[src/rtl/core/alpha_aware_mip_downsample_core_macros.svh]
// Assertion helpers for the downsampler's amds_scan module.
// Each macro expects clk_i and rst_ni to be visible where it is used.
`ifndef ALPHA_AWARE_MIP_DOWNSAMPLE_CORE_MACROS_SVH
`define ALPHA_AWARE_MIP_DOWNSAMPLE_CORE_MACROS_SVH

// Condition that must hold at every clock edge outside reset.
`define AMDS_ASSERT_NOW(label, cond, msg) \
  label: assert property (@(posedge clk_i) disable iff (!rst_ni) (cond)) \
    else $error(msg);

// Antecedent in one cycle implies consequent in the next.
`define AMDS_ASSERT_NEXT(label, ante, cons, msg) \
  label: assert property (@(posedge clk_i) disable iff (!rst_ni) (ante) |=> (cons)) \
    else $error(msg);

`endif

[src/rtl/core/amds_pkg.sv]
package amds_pkg;

  localparam int HEIGHT_LIMIT = 4096;
  localparam int RW           = $clog2(HEIGHT_LIMIT);
  localparam int CFG_W        = 13;
  localparam int CFG_IDX_W    = 2;
  localparam int CH_W         = 8;
  localparam int PAIR_W       = CH_W + 1;
  localparam int SUM_W        = CH_W + 2;

  // Divide-by-three as a reciprocal multiply with rounding.
  localparam int DIV3_MUL = 85;
  localparam int DIV3_RND = 128;

  typedef enum logic [CFG_IDX_W-1:0] {
    CFG_SRC_WIDTH  = 2'd0,
    CFG_SRC_HEIGHT = 2'd1
  } cfg_idx_e;

  // Sums of the opaque texels of one horizontal pair and their count.
  typedef struct packed {
    logic [PAIR_W-1:0] r;
    logic [PAIR_W-1:0] g;
    logic [PAIR_W-1:0] b;
    logic [PAIR_W-1:0] a;
    logic [1:0]        k;
  } pair_t;

  // A completed pair on its way to the averaging stage.
  typedef struct packed {
    pair_t sum;
    logic  use_line;
    logic  frame_end;
  } blk_t;

  // Average of up to four opaque texels, selected by their count.
  function automatic logic [CH_W-1:0] avg(input logic [SUM_W-1:0] s, input logic [2:0] k);
    logic [16:0]      p;
    logic [SUM_W:0]   s1;
    logic [SUM_W-1:0] v;
    begin
      p  = 17'(s) * 17'(DIV3_MUL) + 17'(DIV3_RND);
      s1 = {1'b0, s};
      case (k)
        3'd1:    v = s;
        3'd2:    v = SUM_W'((s1 + (SUM_W+1)'(1)) >> 1);
        3'd3:    v = SUM_W'(p >> 8);
        3'd4:    v = SUM_W'((s1 + (SUM_W+1)'(2)) >> 2);
        default: v = '0;
      endcase
      return v[CH_W-1:0];
    end
  endfunction

endpackage

[src/rtl/core/amds_resolve.sv]
module amds_resolve (
  input  logic                      clk_i,
  input  logic                      rst_ni,
  input  logic                      s1_valid_i,
  input  amds_pkg::blk_t            s1_i,
  input  amds_pkg::pair_t           line_i,
  output logic                      s1_pop_o,
  output logic                      out_valid_o,
  input  logic                      out_stall_i,
  output logic [amds_pkg::CH_W-1:0] out_red_o,
  output logic [amds_pkg::CH_W-1:0] out_green_o,
  output logic [amds_pkg::CH_W-1:0] out_blue_o,
  output logic [amds_pkg::CH_W-1:0] out_alpha_o,
  output logic                      frame_end_o
);

  localparam int SW = amds_pkg::SUM_W;

  amds_pkg::pair_t             upper;
  logic [SW-1:0]               t_r, t_g, t_b, t_a;
  logic [2:0]                  t_k;
  logic                        out_valid_q, out_valid_d;
  logic [amds_pkg::CH_W-1:0]   red_q, green_q, blue_q, alpha_q;
  logic                        fend_q;

  // Odd rows add the pair sums that the even row left in the line buffer.
  assign upper = s1_i.use_line ? line_i : '0;
  assign t_r   = SW'(s1_i.sum.r) + SW'(upper.r);
  assign t_g   = SW'(s1_i.sum.g) + SW'(upper.g);
  assign t_b   = SW'(s1_i.sum.b) + SW'(upper.b);
  assign t_a   = SW'(s1_i.sum.a) + SW'(upper.a);
  assign t_k   = 3'(s1_i.sum.k) + 3'(upper.k);

  assign s1_pop_o = s1_valid_i && (!out_valid_q || !out_stall_i);

  always_comb begin
    out_valid_d = out_valid_q && out_stall_i;
    if (s1_pop_o) begin
      out_valid_d = 1'b1;
    end
  end

  always_ff @(posedge clk_i or negedge rst_ni) begin
    if (!rst_ni) begin
      out_valid_q <= 1'b0;
    end else begin
      out_valid_q <= out_valid_d;
    end
  end

  always_ff @(posedge clk_i) begin
    if (s1_pop_o) begin
      red_q   <= amds_pkg::avg(t_r, t_k);
      green_q <= amds_pkg::avg(t_g, t_k);
      blue_q  <= amds_pkg::avg(t_b, t_k);
      alpha_q <= amds_pkg::avg(t_a, t_k);
      fend_q  <= s1_i.frame_end;
    end
  end

  assign out_valid_o = out_valid_q;
  assign out_red_o   = red_q;
  assign out_green_o = green_q;
  assign out_blue_o  = blue_q;
  assign out_alpha_o = alpha_q;
  assign frame_end_o = fend_q;

endmodule
[config.mk]
export PLATFORM = sky130hd
export DESIGN_NAME = amds_resolve
export DESIGN_NICKNAME = d
export VERILOG_FILES = /design/src/rtl/core/alpha_aware_mip_downsample_core_macros.svh /design/src/rtl/core/amds_pkg.sv /design/src/rtl/core/amds_resolve.sv
export SDC_FILE = /design/constraint.sdc
export NUM_CORES = 1
export LEC_CHECK = 0
export BUFFER_PORTS_ARGS = -buffer_cell sky130_fd_sc_hd__buf_2
export CAP_MARGIN = 20
export CORE_MARGIN = 2
export CORE_UTILIZATION = 44
export DETAILED_ROUTE_END_ITERATION = 7
export PLACE_DENSITY = 0.66
export SLEW_MARGIN = 20
export SYNTH_ARGS = -nofsm -noshare
export SYNTH_HDL_FRONTEND = slang
export SYNTH_SLANG_ARGS = --single-unit
[constraint.sdc]
create_clock -name clk_i -period 3.5 [get_ports clk_i]
set_input_delay 0.525 -clock clk_i [delete_from_list [all_inputs] [get_ports clk_i]]
set_output_delay 0.525 -clock clk_i [all_outputs]
set_load 0.01 [all_outputs]
Yosys cells after proc, flatten, opt, wreduce, memory -nomap -nowiden
Index checks and enable logic that the tools add are counted.
{"block": "op_classes", "addsub": 17, "mul": 4, "div": 0, "n_lt_le_gt_ge": 0, "n_eq_ne": 4, "shift": 0, "n_mux": 6, "bitwise": 0, "reduce_logical": 5}
{"op": "8-bit one-hot mux with 4 select lines", "n": 4}
{"op": "16-bit by 8-bit adder with 16-bit output, second input constant", "n": 4}
{"op": "10-bit by 7-bit multiplier with 16-bit output, second input constant", "n": 4}
{"op": "10-bit by 2-bit adder with 10-bit output, second input constant", "n": 4}
{"op": "9-bit by 9-bit adder with 10-bit output", "n": 4}
{"op": "38-bit two-way mux", "n": 1}
{"op": "9-bit by 1-bit adder with 9-bit output, second input constant", "n": 4}
{"op": "3-bit by 2-bit equality test with 1-bit output, second input constant", "n": 2}
{"op": "2-bit by 2-bit adder with 3-bit output", "n": 1}
{"op": "3-bit by 1-bit equality test with 1-bit output, second input constant", "n": 1}
{"op": "3-bit equality test, second input constant", "n": 1}
{"op": "1-bit logical AND", "n": 2}
{"op": "1-bit zero test", "n": 2}
{"op": "1-bit logical OR", "n": 1}
{"op": "1-bit two-way mux", "n": 1}
{"block": "word_totals", "reg_bits": 34, "latchBits": 0, "ram_bits": 0, "rom_bits": 0, "in_bits": 82, "mem_count": 0}

Depth between registers and ports, before layout
{"block": "logic_depth", "depth_word": 5, "mapped_depth": 25, "ltp_nobuf": 23}

Worst setup path after synthesis
No wires, ideal clock.
{"block": "synth_path", "kind": "input port to flip-flop", "start": "input port s1_i[1] (netlist name)", "end": "register blue_q (netlist bit out_blue_o[7]), data pin", "setup_ns": 0.274, "arrival_time_ns": 5.858, "required_ns": 3.226, "path_slack_ns": -2.632, "path_stages": 23, "cell_sequence": "clkbuf_1 clkbuf_1 and2_1 ha_1 and3_1 a2111oi_0 xor2_1 inv_1 ha_1 fa_1 inv_1 fa_1 inv_1 fa_1 ha_1 or2_2 a21oi_1 a31oi_1 a21o_1 a21oi_1 o21bai_1 xnor2_1 o221ai_1"}
{"block": "synth_between", "elab_chain_len": 5, "word_cells_on_any_way": 12}
{"item": "start, declared", "line_no": "amds_resolve.sv:5", "source": "input amds_pkg::blk_t s1_i,"}
{"item": "38-bit two-way mux (*)", "line_no": "amds_resolve.sv:27", "source": "assign upper = s1_i.use_line ? line_i : '0;"}
{"item": "9-bit by 9-bit adder with 10-bit output", "line_no": "amds_resolve.sv:30", "source": "assign t_b = SW'(s1_i.sum.b) + SW'(upper.b);"}
{"item": "10-bit by 7-bit multiplier with 16-bit output", "line_no": "amds_pkg.sv:42", "source": "p = 17'(s) * 17'(DIV3_MUL) + 17'(DIV3_RND);"}
{"item": "16-bit by 8-bit adder with 16-bit output", "line_no": "amds_pkg.sv:42"}
{"item": "8-bit one-hot mux with 4 select lines (*)", "line_no": "amds_pkg.sv:44", "source": "case (k)"}
{"item": "end signal, assigned", "line_no": "amds_resolve.sv:55", "source": "blue_q <= amds_pkg::avg(t_b, t_k);"}
{"item": "end, declared", "line_no": "amds_resolve.sv:23", "source": "logic [amds_pkg::CH_W-1:0] red_q, green_q, blue_q, alpha_q;"}
Mark *: on every way between the ends. The rest lies on a longest branch, timed or not.
A chain may end at the register's enable or synchronous reset.

Worst setup path after layout
{"block": "layout_path", "start": "input port s1_i[1] (netlist name)", "end": "register red_q (netlist bit out_red_o[7]), data pin"}
{"block": "layout_between", "elab_chain_len": 5, "word_cells_on_any_way": 12}
{"item": "38-bit two-way mux (*)", "line_no": "amds_resolve.sv:27"}
{"item": "9-bit by 9-bit adder with 10-bit output", "line_no": "amds_resolve.sv:28", "source": "assign t_r = SW'(s1_i.sum.r) + SW'(upper.r);"}
{"item": "10-bit by 7-bit multiplier with 16-bit output", "line_no": "amds_pkg.sv:42"}
{"item": "16-bit by 8-bit adder with 16-bit output", "line_no": "amds_pkg.sv:42"}
{"item": "8-bit one-hot mux with 4 select lines (*)", "line_no": "amds_pkg.sv:44"}
{"item": "end signal, assigned", "line_no": "amds_resolve.sv:53", "source": "red_q <= amds_pkg::avg(t_r, t_k);"}
{"item": "end, declared", "line_no": "amds_resolve.sv:23"}
Marks and branches as above.

==> results.md <==
- VDD IR-drop max: between 0.6 and 0.7 mV
- Sequential share of the synthesized area: 11.9%
- Placement Cell Area: 12,000 um^2
- CTS tree: built
- GP Congestion: 0.871
- Pwr Density: 968 nW/um^2
- Num CTS Buffers: 5
- Leak pwr: 0.00647 uW
- Root Driver: clkbuf_16
- Final instance area: 13,400 um^2
- Cells after Synth: 954
- Fmax: 192 MHz
- Hpwl dp: 20,800 um
- Total power draw: 12,900 uW
- Most frequent cells in the layout: buf_4, ha_1, buf_2
- Vias per cell: ~5.3
- Area of the mapped netlist: 8550 um^2
- # setup viols final: 32
- RSZ-0062 raised after global routing: true
- CTS max path bufs: 2
- Worst-path clk slew: 50 ps
- Post-synth EDFFs: 33
- #FFs+latches synth: 34
- Launch point of the worst reg-to-reg path: out_valid_o
- Primary FF master, synth: edfxtp_1
- Vias in the first global route: 8,785
- Synth-to-Final Area Change: 56.1%
- Clk_lat worst skew: 290 ps
- Post-route minimum period: 5210 ps
- Die height: 143 um
- Ys Warns: 0
- Reg-to-reg slack, setup: 1800 ps
- Gr ovfl total: 0
- Setup ws final: -1710 ps
- Full die area: slightly above 20,000 um^2
- I/O Pins: 117
- Clock skew: 11.2 ps
- Final nets: ~1,700
- Hold WS: around 9.9 ps
- Worst Path Required: between 3000 and 4000 ps
- CTS sink cnt: 34
- CP Capture Type: register
- DRC errors left: 0
- FILL cells: approximately 1,500
- First-pass GRT wire length: 40,900 um
- Detail Route Antenna Nets: 0
- Drt initial violations: 437
- Die width: 143 um
- Total track usage: 24.6%
- Crit path kind: in -> reg
- Hold Crit Class: in -> async
- Critical Path AT: between 5000 and 6000 ps
- Slew Limit Fails: 0
- H-tree levels: 2
- Most common cell after layout, fill and taps aside: buf_4
- Max-Slew Margin vs Limit: between 30% and 40%
- Multi-input logic area: 8510 um^2
- Cell variety after synth: 68
- CP Launch Type: input pin
- Core Area: 18,900 um^2
- Initial antenna violation count: 0
- CP max FO: 8
- Register Area: 1020 um^2
- Num rows: 50
- Tightest Pin Transition: 945 ps
- Final Hold Viols: 0
- Largest net degree at the start of global routing: 19
- Routed len/inst: between 15 and 20 um
- Async SR Flop Fraction: 2.94%
- Antenna Cells: 0
- Share of layout cells above drive strength 1: between 40% and 50%
- Core Util, Final: 70.7%
- DR pass1 iterations: 5
- Status: complete, but fails checks
- Max_cap viols: 0
- Final WL: 25,800 um
- Failing checks: negative setup slack
- Worst R2R Path Depth: 2
- Port-buffer cells: 116
- Initial Utilization: 45.3%
- Final period utilization: 149%
- Avg Inst Size Synth: 8.97 um^2
- Worst reg2reg path endpoint: out_red_o[7]
- Syn_nets: 1,282
- Place WS: -2350 ps
- DR vias: 8,569
==> synth_stat cells, drive strengths merged, types with 10 or more instances <==
cell type | instances | share of area (%)
a211oi | 11 | 0.97
nor2 | 46 | 2.0
ha | 197 | 29
nor3 | 24 | 1.4
xor2 | 32 | 3.6
a21oi | 44 | 2.6
xnor2 | 60 | 6.3
nand2 | 46 | 2.0
fa | 49 | 11
o221ai | 10 | 1.0
clkbuf | 15 | 0.66
a21o | 14 | 1.2
inv | 116 | 5.1
a22oi | 15 | 1.3
and2 | 41 | 3.0
nand3 | 29 | 1.7
edfxtp | 33 | 12
o21ai | 36 | 2.1
==> cell type report <==
class	count	area share, %
flip-flops and latches	34	7.61
multi-input cells	782	63.7
well taps	260	2.44
repair buffers	409	21.9
clock buffers	8	1.10
inverters	116	3.28
==> critical path, stage by stage <==
cell and delay, ps:
buf_12 130, buf_12 130, and2_1 140, ha_2 200
fa_2 340, a21o_1 220, a21oi_2 190, xnor2_2 120
ha_4 170, fa_1 520, inv_2 50, fa_1 560
inv_2 50, fa_2 460, ha_4 310, nand3_4 70
a21oi_4 150, nor3_2 70, or2_4 290, o21ai_4 180
a21oi_2 80, xnor2_1 150, o221ai_1 120
==> timing repair <==
action / CTS / global route
cloned: 2 / 1
setup buffers: 19 / 12
hold buffers: 0 / 0
resized for setup: 94 / 77
pin swaps: 68 / 95
setup endpoints to repair: 32 / 32
endpoints found under the hold margin: 0 / 0
==> kinds of logic after synthesis <==
kind of cell	after synthesis	synth area share, %
xor gates and xnor gates	92	9.90
muxes	10	1.18
AOI/OAI and AO/OA	202	16.9
buffers and inverters	138	6.08
and+or+nand+nor	232	13.8
adders and majority gates	246	40.3
DFF	34	11.9
==> worst max-delay path by stage <==
stage / startpoint / to / slack, ps
after floorplan: s1_i[1] / out_alpha_o[7] / -2290
after global placement: s1_i[1] / out_green_o[7] / -2260
after detailed placement: s1_i[1] / out_blue_o[7] / -2350
after CTS: s1_i[1] / out_green_o[4] / -1740
after global routing: s1_i[1] / out_blue_o[7] / -1960
final: s1_i[1] / out_red_o[7] / -1710
==> power by group <==
group	switching (uW)	internal [uW]	leakage, uW
combinational	5620	6180	0.00606
clock	174	284	0.0000712
sequential	30.5	639	0.000333
==> registers in the layout (all words and copies together), names as in the netlist <==
register and flops:
out_alpha_o 8, out_blue_o 8, out_green_o 8, out_red_o 8, frame_end_o 1, out_valid_o 1
==> stage by stage <==
step           instances  TNS, ps
6_report            1609   -46110
5_1_grt             1609   -52000
4_1_cts             1600   -46330
3_5_place_dp        1572   -66050
3_3_place_gp        1572   -63250
2_1_floorplan        954   -53480
==> routing by layer <==
layer | track usage [%] | wire [um] | vias to the layer above | share of wire, %
met5 | 0 | 0 | - | 0
met4 | 6.19 | 519 | 0 | 2.0
met3 | 2.63 | 1080 | 44 | 4.2
met2 | 45.1 | 13100 | 242 | 51
met1 | 30.8 | 11100 | 4075 | 43
li1 | - | - | 4208 | -
Note: power is estimated with default switching activity, not from simulation.
