File: config.mk
export PLATFORM = sky130hd
export DESIGN_NAME = amds_scan
export DESIGN_NICKNAME = d
export VERILOG_FILES = /design/src/rtl/core/amds_pkg.sv /design/src/rtl/core/amds_scan.sv
export VERILOG_INCLUDE_DIRS = /design/src /design/src/rtl/core
export SDC_FILE = /design/constraint.sdc
export NUM_CORES = 1
export LEC_CHECK = 0
export ABC_CLOCK_PERIOD_IN_PS = 3950
export BUFFER_PORTS_ARGS = -buffer_cell sky130_fd_sc_hd__buf_2
export CAP_MARGIN = 15
export CORE_ASPECT_RATIO = 1.1
export CORE_MARGIN = 2
export CORE_UTILIZATION = 52
export DETAILED_ROUTE_END_ITERATION = 8
export PLACE_DENSITY = 0.77
export SYNTH_ARGS = -nofsm -noshare
export SYNTH_HDL_FRONTEND = slang
export SYNTH_SLANG_ARGS = --single-unit
File: constraint.sdc
create_clock -name clk_i -period 3.95 [get_ports clk_i]
set_input_delay 0.5925 -clock clk_i [delete_from_list [all_inputs] [get_ports clk_i]]
set_output_delay 0.5925 -clock clk_i [all_outputs]
set_load 0.1 [all_outputs]
File: src/rtl/core/alpha_aware_mip_downsample_core_macros.svh
// Assertion helpers for the downsampler's amds_scan module.
// Each macro expects clk_i and rst_ni to be visible where it is used.
`ifndef ALPHA_AWARE_MIP_DOWNSAMPLE_CORE_MACROS_SVH
`define ALPHA_AWARE_MIP_DOWNSAMPLE_CORE_MACROS_SVH

// Condition that must hold at every clock edge outside reset.
`define AMDS_ASSERT_NOW(label, cond, msg) \
  label: assert property (@(posedge clk_i) disable iff (!rst_ni) (cond)) \
    else $error(msg);

// Antecedent in one cycle implies consequent in the next.
`define AMDS_ASSERT_NEXT(label, ante, cons, msg) \
  label: assert property (@(posedge clk_i) disable iff (!rst_ni) (ante) |=> (cons)) \
    else $error(msg);

`endif

File: src/rtl/core/amds_pkg.sv
package amds_pkg;

  localparam int HEIGHT_LIMIT = 4096;
  localparam int RW           = $clog2(HEIGHT_LIMIT);
  localparam int CFG_W        = 13;
  localparam int CFG_IDX_W    = 2;
  localparam int CH_W         = 8;
  localparam int PAIR_W       = CH_W + 1;
  localparam int SUM_W        = CH_W + 2;

  // Divide-by-three as a reciprocal multiply with rounding.
  localparam int DIV3_MUL = 85;
  localparam int DIV3_RND = 128;

  typedef enum logic [CFG_IDX_W-1:0] {
    CFG_SRC_WIDTH  = 2'd0,
    CFG_SRC_HEIGHT = 2'd1
  } cfg_idx_e;

  // Sums of the opaque texels of one horizontal pair and their count.
  typedef struct packed {
    logic [PAIR_W-1:0] r;
    logic [PAIR_W-1:0] g;
    logic [PAIR_W-1:0] b;
    logic [PAIR_W-1:0] a;
    logic [1:0]        k;
  } pair_t;

  // A completed pair on its way to the averaging stage.
  typedef struct packed {
    pair_t sum;
    logic  use_line;
    logic  frame_end;
  } blk_t;

  // Average of up to four opaque texels, selected by their count.
  function automatic logic [CH_W-1:0] avg(input logic [SUM_W-1:0] s, input logic [2:0] k);
    logic [16:0]      p;
    logic [SUM_W:0]   s1;
    logic [SUM_W-1:0] v;
    begin
      p  = 17'(s) * 17'(DIV3_MUL) + 17'(DIV3_RND);
      s1 = {1'b0, s};
      case (k)
        3'd1:    v = s;
        3'd2:    v = SUM_W'((s1 + (SUM_W+1)'(1)) >> 1);
        3'd3:    v = SUM_W'(p >> 8);
        3'd4:    v = SUM_W'((s1 + (SUM_W+1)'(2)) >> 2);
        default: v = '0;
      endcase
      return v[CH_W-1:0];
    end
  endfunction

endpackage

File: src/rtl/core/amds_scan.sv
`include "alpha_aware_mip_downsample_core_macros.svh"

module amds_scan #(
  parameter int MAX_WIDTH = 4096,
  parameter int AW        = 11
) (
  input  logic                          clk_i,
  input  logic                          rst_ni,
  input  logic                          cfg_we_i,
  input  logic [amds_pkg::CFG_IDX_W-1:0] cfg_index_i,
  input  logic [amds_pkg::CFG_W-1:0]    cfg_wdata_i,
  input  logic                          in_valid_i,
  output logic                          in_stall_o,
  input  logic [amds_pkg::CH_W-1:0]     in_red_i,
  input  logic [amds_pkg::CH_W-1:0]     in_green_i,
  input  logic [amds_pkg::CH_W-1:0]     in_blue_i,
  input  logic [amds_pkg::CH_W-1:0]     in_alpha_i,
  input  logic                          s1_pop_i,
  output logic                          s1_valid_o,
  output amds_pkg::blk_t                s1_o,
  output logic                          mem_we_o,
  output logic                          mem_re_o,
  output logic [AW-1:0]                 mem_addr_o,
  output amds_pkg::pair_t               mem_wdata_o
);

  localparam int CW = (MAX_WIDTH > 1) ? $clog2(MAX_WIDTH) : 1;
  localparam int RW = amds_pkg::RW;
  localparam int PW = amds_pkg::PAIR_W;

  // Geometry derived from the registers at write time.
  logic [CW-1:0]   w_last_q, w_last_d;
  logic            w_drop_q, w_drop_d;
  logic [AW-1:0]   nx_last_q, nx_last_d;
  logic [RW-1:0]   h_last_q, h_last_d;
  logic            h_drop_q, h_drop_d;
  logic [RW-2:0]   ny_last_q, ny_last_d;

  logic [CW-1:0]   col_q, col_d;
  logic [RW-1:0]   row_q, row_d;
  amds_pkg::pair_t acc_q, acc_d;
  logic            s1_valid_q, s1_valid_d;
  amds_pkg::blk_t  s1_q, s1_d;

  logic [31:0]     w32, h32, nx32, ny32;
  logic            accept, opaque, col_last, row_last, active, complete, produce;
  logic [AW-1:0]   idx;
  amds_pkg::pair_t add, base, pair_new;

  always_comb begin
    w32 = 32'(cfg_wdata_i);
    if (w32 == 32'd0) begin
      w32 = 32'd1;
    end else if (w32 > 32'(MAX_WIDTH)) begin
      w32 = 32'(MAX_WIDTH);
    end
    h32 = 32'(cfg_wdata_i);
    if (h32 == 32'd0) begin
      h32 = 32'd1;
    end else if (h32 > 32'(amds_pkg::HEIGHT_LIMIT)) begin
      h32 = 32'(amds_pkg::HEIGHT_LIMIT);
    end
    nx32 = (w32 > 32'd1) ? (w32 >> 1) : 32'd1;
    ny32 = (h32 > 32'd1) ? (h32 >> 1) : 32'd1;
  end

  assign accept   = in_valid_i && !in_stall_o;
  assign opaque   = |in_alpha_i;
  assign col_last = (col_q == w_last_q);
  assign row_last = (row_q == h_last_q);
  // The last column of an odd width and the last row of an odd height drop out.
  assign active   = !(w_drop_q && col_last) && !(h_drop_q && row_last);
  assign complete = col_q[0] || col_last;
  assign produce  = active && complete && (row_q[0] || row_last);
  assign idx      = AW'(col_q >> 1);

  always_comb begin
    add.r = opaque ? PW'(in_red_i)   : '0;
    add.g = opaque ? PW'(in_green_i) : '0;
    add.b = opaque ? PW'(in_blue_i)  : '0;
    add.a = opaque ? PW'(in_alpha_i) : '0;
    add.k = {1'b0, opaque};
    base  = col_q[0] ? acc_q : '0;
    pair_new.r = base.r + add.r;
    pair_new.g = base.g + add.g;
    pair_new.b = base.b + add.b;
    pair_new.a = base.a + add.a;
    pair_new.k = base.k + add.k;
  end

  always_comb begin
    w_last_d  = w_last_q;
    w_drop_d  = w_drop_q;
    nx_last_d = nx_last_q;
    h_last_d  = h_last_q;
    h_drop_d  = h_drop_q;
    ny_last_d = ny_last_q;
    col_d     = col_q;
    row_d     = row_q;
    acc_d     = acc_q;
    if (accept) begin
      if (active) begin
        acc_d = pair_new;
      end
      if (col_last) begin
        col_d = '0;
        row_d = row_last ? '0 : row_q + RW'(1);
      end else begin
        col_d = col_q + CW'(1);
      end
    end
    // A width or height write restarts the frame; the line buffer is left alone.
    if (cfg_we_i && (cfg_index_i == amds_pkg::CFG_SRC_WIDTH ||
                     cfg_index_i == amds_pkg::CFG_SRC_HEIGHT)) begin
      col_d = '0;
      row_d = '0;
      acc_d = '0;
      if (cfg_index_i == amds_pkg::CFG_SRC_WIDTH) begin
        w_last_d  = CW'(w32 - 32'd1);
        w_drop_d  = w32[0] && (w32 != 32'd1);
        nx_last_d = AW'(nx32 - 32'd1);
      end else begin
        h_last_d  = RW'(h32 - 32'd1);
        h_drop_d  = h32[0] && (h32 != 32'd1);
        ny_last_d = (RW-1)'(ny32 - 32'd1);
      end
    end
  end

  always_comb begin
    s1_valid_d = s1_valid_q;
    s1_d       = s1_q;
    if (accept && produce) begin
      s1_valid_d     = 1'b1;
      s1_d.sum       = pair_new;
      s1_d.use_line  = row_q[0];
      s1_d.frame_end = (idx == nx_last_q) && (row_q[RW-1:1] == ny_last_q);
    end else if (s1_pop_i) begin
      s1_valid_d = 1'b0;
    end
  end

  always_ff @(posedge clk_i or negedge rst_ni) begin
    if (!rst_ni) begin
      w_last_q   <= '0;
      w_drop_q   <= 1'b0;
      nx_last_q  <= '0;
      h_last_q   <= '0;
      h_drop_q   <= 1'b0;
      ny_last_q  <= '0;
      col_q      <= '0;
      row_q      <= '0;
      acc_q      <= '0;
      s1_valid_q <= 1'b0;
    end else begin
      w_last_q   <= w_last_d;
      w_drop_q   <= w_drop_d;
      nx_last_q  <= nx_last_d;
      h_last_q   <= h_last_d;
      h_drop_q   <= h_drop_d;
      ny_last_q  <= ny_last_d;
      col_q      <= col_d;
      row_q      <= row_d;
      acc_q      <= acc_d;
      s1_valid_q <= s1_valid_d;
    end
  end

  always_ff @(posedge clk_i) begin
    s1_q <= s1_d;
  end

  // The line read lands in the RAM output register with the hand-off register
  // load of its block; no new pixel enters while that block waits.
  assign in_stall_o  = s1_valid_q && !s1_pop_i;
  assign s1_valid_o  = s1_valid_q;
  assign s1_o        = s1_q;
  assign mem_we_o    = accept && active && complete && !row_q[0] && !row_last;
  assign mem_re_o    = accept && produce && row_q[0];
  assign mem_addr_o  = idx;
  assign mem_wdata_o = pair_new;

  `AMDS_ASSERT_NOW(a_rw_excl, !(mem_we_o && mem_re_o), "line write and read in one cycle")
  `AMDS_ASSERT_NOW(a_col_range, col_q <= w_last_q, "column beyond source width")
  `AMDS_ASSERT_NOW(a_row_range, row_q <= h_last_q, "row beyond source height")
  `AMDS_ASSERT_NEXT(a_read_lands, mem_re_o, s1_valid_q && s1_q.use_line, "line read lost")

endmodule

Word-level counts from Yosys, hierarchy flattened --
Index checks and enable logic that the tools add are counted.
Word-level totals: ROM bits 0, logic and storage cells 95, memories kept 0, output and inout bits 93, RAM bits 0, bits in registers 151, input bits 52, bits in latches 0
Operators by class: magnitude comparators 2, divide/modulo/power cells 0, add/sub/neg operators 9, multiplexer cells 20, reductions and logical operators 36, bitwise operators 1, shift operators 0, multiply operators 0, equal/unequal tests 6
Operators with widths (count):
- two-way mux 38 bit | 4
- two-way mux 12 bit | 7
- adder 9 x 8 -> 9 bit | 4
- two-way mux 8 bit | 4
- two-way mux 13 bit | 2
- adder 12 x 1 -> 12 bit, second input constant | 2
- == test 12 bit | 2
- == test 11 bit | 2
- logical AND 1 bit | 16
- greater-than comparator 13 x 1 -> 1 bit, second input constant | 1
- greater-than comparator 13 bit, second input constant | 1
- logical NOT 13 bit | 1
- inequality test 13 x 1 -> 1 bit, second input constant | 1
- subtractor 12 x 1 -> 12 bit, second input constant | 1
- two-way mux 11 bit | 1
- subtractor 11 x 1 -> 11 bit, second input constant | 1
- AND reduction 2 bit | 4
- nonzero test 2 bit | 4
- OR reduction 8 bit | 1
- logical NOT 1 bit | 6
- logical OR 1 bit | 3
- adder 2 x 1 -> 2 bit | 1
- == test 2 x 1 -> 1 bit, second input constant | 1
- logical NOT 2 bit | 1
- other kinds (2) | 3

Longest topological paths before layout --
word-level depth 8, depth in mapped cells 19, gate-level depth less buffers 17

Worst setup path before layout --
OpenSTA, ideal clock, no wires.
path type input -> output, from in in_alpha_i[0] (netlist name), to out mem_wdata_o[37] (netlist name), slack -0.692 ns, path buffers 1, data arrival time 4.050 ns, cell stages on the path 12, data required time 3.357 ns, cells stage by stage nor4_1 nand2_1 clkbuf_1 and2_1 ha_1 inv_1 fa_1 nor2b_1 o2111ai_1 nand4b_1 o31a_1 xnor2_1
RTL lines:
- from (decl) | line amds_scan.sv:17 | input logic [amds_pkg::CH_W-1:0] in_alpha_i,
- to (decl) | line amds_scan.sv:24 | output amds_pkg::pair_t mem_wdata_o

==> metrics.md <==
| Metric | Value |
|---|---|
| Outcome | completed |
| Area grow syn2layout | 23.9% |
| TritonCTS Buffers | 17 |
| FF-to-FF path depth | 6 |
| Slew @ Worst Pin | between 0.8 and 0.9 ns |
| Routed WL per cell | 17.6 µm |
| Fraction of registers with async set or reset after synthesis | between 70% and 80% |
| Fmax | ~260 MHz |
| Worst R2R Setup Slack | a little over 1 ns |
| Detailed Route WL | 22700 µm |
| Most frequent CP cell | buf_12 |
| RSZ-0062 raised after global routing | no |
| Post-synth top flop | dfrtp_1 |
| Initial Util | about 53% |
| Layout cell share with drive strength beyond 1 | between 20 and 25% |
| Final WS setup | about 0.13 ns |
| CP top delay family | simple AND/OR/NAND/NOR gates |
| Critical path peak fanout | 13 |
| Synth Net Count | roughly 1.0k |
| Die Ht | about 140 µm |
| Post-synthesis simple-gate area fraction | a little over a fifth |
| DRC violations left | 0 |
| Critical Path Stages | 14 |
| Gpl congestion | about 0.89 |
| Final Skew | between 0.008 and 0.009 ns |
| Clock Tree Root | clkbuf_16 |
| Xor and xnor area share after synthesis | about 8.5% |
| Vias in the first global route | between 7k and 8k |
| Worst-path cell chain | buf_2, nor4_2, nand2_2, buf_12, and2_1, ha_1, inv_2, fa_2, nor2b_1, o2111ai_1, nand4b_1, o31a_1, xnor2_4, buf_12 |
| Compound-Gate Fraction of Synth Area | 12.6% |
| CP peak stage delay | around 0.4 ns |
| Syn Area/Cell | around 9.2 µm² |
| Peak VDD IR | 0.328 mV |
| Total number of vias | about 7.4k |
| CP Launch Type | input port |
| Max Buffers Root-to-Sink | 2 |
| Pwr Density | roughly 560 nW/µm² |
| GRT Util Overall | between 20% and 30% |
| CTS sink cnt | 151 |
| Largest net degree at the start of global routing | 67 |
| Sequential share of the synthesized area | roughly 45% |
| # IOs | 145 |
| Total core area | 16400 µm² |
| Routed Antenna Nets | 0 |
| Post-synth EDFFs | 40 |
| Largest family of logic cells by synthesized area | simple AND/OR/NAND/NOR gates |
| FP Rows | 49 |
| Clock tree from TritonCTS | done |
| Buf/Inv on CP | 4 |
| NumNets Final | ~1.2k |
| Total power | 6.09 mW |
| Worst min path class | input port to asynchronous set/reset pin |
| Commonest non-fill, non-tap cell in the layout | nand2_1 |
| Die ar. | 17900 µm² |
| Count of final max-slew check failures | 0 |
| Port buffer count | 144 |
| Max-cap violations | 0 |
| Synthesized flop and latch total | 151 |
| Antenna violations before repair | 0 |
| Critical R2R Capture | s1_o[34] |
| Unique masters post-synth | 60 |
| Global-route wire length before repair | approximately 36000 µm |
| 1st-iter DRT viols | between 500 and 600 |
| Pre-CTS setup slack | 0.0590 ns |
| Period utilization | 96.7% |
| Post-synthesis cell count | 951 |
| Non-filler cells, final | about 1.3k |
| HPWL after DPL | 16100 µm |
| Antenna Cells | 0 |
| CP arrival | 3.23 ns |
| Most frequent cells in the layout | nand2_1 (159), buf_2 (121), dfrtp_1 (111), o21ai_0 (67), nor2_1 (55) |
| Via density | between 5 and 6 |
| Post-Synth Adder-Cell Area | under 10% |
| Mux contribution to synthesized area | less than 1% |
| Placed Cells | around 1.3k |
| Crit path max-delay cell type | o31a_1 |
| Worst-path clk slew | about 0.060 ns |
| Endpoint type of the worst setup path | output port |
| Die X | 128 µm |
| H-tree levels | 4 |
| R2r startpoint | col_q[1] |
| Final hold viol count | 0 |
| P_leak | ~5 nW |
| Relative slew slack | between 40 and 50% |
| Clock Latency Late Sink | 0.43 ns |
| YS warnings | 0 |
| Final setup viols | 0 |
| Minimum clock period | approximately 3.8 ns |
| TritonRoute pass-1 iters | 5 |
| Cell Area, Synth | ~8800 µm² |
| Required time worst endpoint | around 3.4 ns |
| CP Class | input port to output port |
| Grt total ovfl | 0 |
[metrics by stage]
stage / hold WS (ns) / setup TNS, ns / cell area (µm²) / util (%)
2_1_floorplan: 0.297 / -0.296 / 8950 / -
3_3_place_gp: 0.484 / 0 / 10100 / 61.6
3_5_place_dp: 0.489 / 0 / 10100 / 61.6
4_1_cts: 0.183 / 0 / 10800 / 65.4
5_1_grt: 0.213 / 0 / 10900 / 66.2
6_report: 0.152 / 0 / 10900 / 66.2
[area by class of cell]
class                           count  area (µm²)
Sequential cell                   151        3980
Inverter                           28         105
Clock buffer                       23         522
Clock inverter                      9         106
Fill cell                        1260        5550
Timing Repair Buffer              173        1340
Multi-Input combinational cell    704        4570
Tap cell                          204         255
[cell usage after synthesis, types with 5 or more instances]
cell / count / area [µm²]
a31oi_1: 8 / 50.1
xor2_1: 41 / 359
nand4_1: 6 / 37.5
nor3_1: 15 / 75.1
buf_4: 14 / 105
nand2_1: 160 / 601
xnor2_1: 44 / 385
a21oi_1: 50 / 250
inv_1: 28 / 105
o31a_1: 5 / 43.8
and3_1: 11 / 68.8
o41ai_1: 5 / 43.8
nand3_1: 31 / 155
ha_1: 38 / 475
buf_2: 8 / 40.0
edfxtp_1: 40 / 1200
nand2b_1: 13 / 81.3
o21ai_0: 67 / 335
nor4_1: 14 / 87.6
nor2b_1: 9 / 56.3
nor2_1: 56 / 210
clkbuf_1: 40 / 150
and2_1: 53 / 332
o21ai_1: 8 / 40.0
o31ai_1: 5 / 37.5
dfrtp_1: 111 / 2780
[registers in the layout, summed over array words and instances (netlist names)]
name and count:
s1_o 40, acc_q 38, col_q 12, h_last_q 12, row_q 12, w_last_q 12
nx_last_q 11, ny_last_q 11, h_drop_q 1, s1_valid_o 1, w_drop_q 1
[layer usage]
layer	track usage [%]	wire (µm)	vias up	share of wire (%)
met4	12.3	823	0	3.6
met5	0	0	-	0
li1	-	-	3502	-
met2	44.8	11700	283	51
met3	4.01	1130	68	5.0
met1	30.3	9080	3524	40
[timing repair]
| item | 4_1_cts | 5_1_grt |
|---|---|---|
| hold buffers | 0 | 0 |
| setup endpoints to repair | 0 | 4 |
| buffers inserted | 0 | 4 |
| resized for setup | 0 | 9 |
[where the power goes]
group / total, mW / switching [mW] / internal [mW]
sequential: 2.01 / 0.168 / 1.85
clock: 1.71 / 0.649 / 1.06
combinational: 2.37 / 1.67 / 0.706
[worst max path at each step]
stage	start	endpoint
6_report	in_alpha_i[0]	mem_wdata_o[28]
5_1_grt	col_q[0]	mem_wdata_o[10]
4_1_cts	in_alpha_i[4]	mem_wdata_o[28]
3_5_place_dp	in_alpha_i[4]	mem_wdata_o[28]
3_3_place_gp	in_alpha_i[4]	mem_wdata_o[19]
2_1_floorplan	col_q[0]	mem_wdata_o[10]
[cell families after synthesis]
logic type | Yosys count
AND/OR/NAND/NOR | 388
AO/OA/AOI/OAI | 182
flip-flops | 151
buffers and inverters | 96
XOR/XNOR | 85
adder cells (fa/ha/maj) | 42
multiplexers | 7
(Power assumes the default switching activity.)
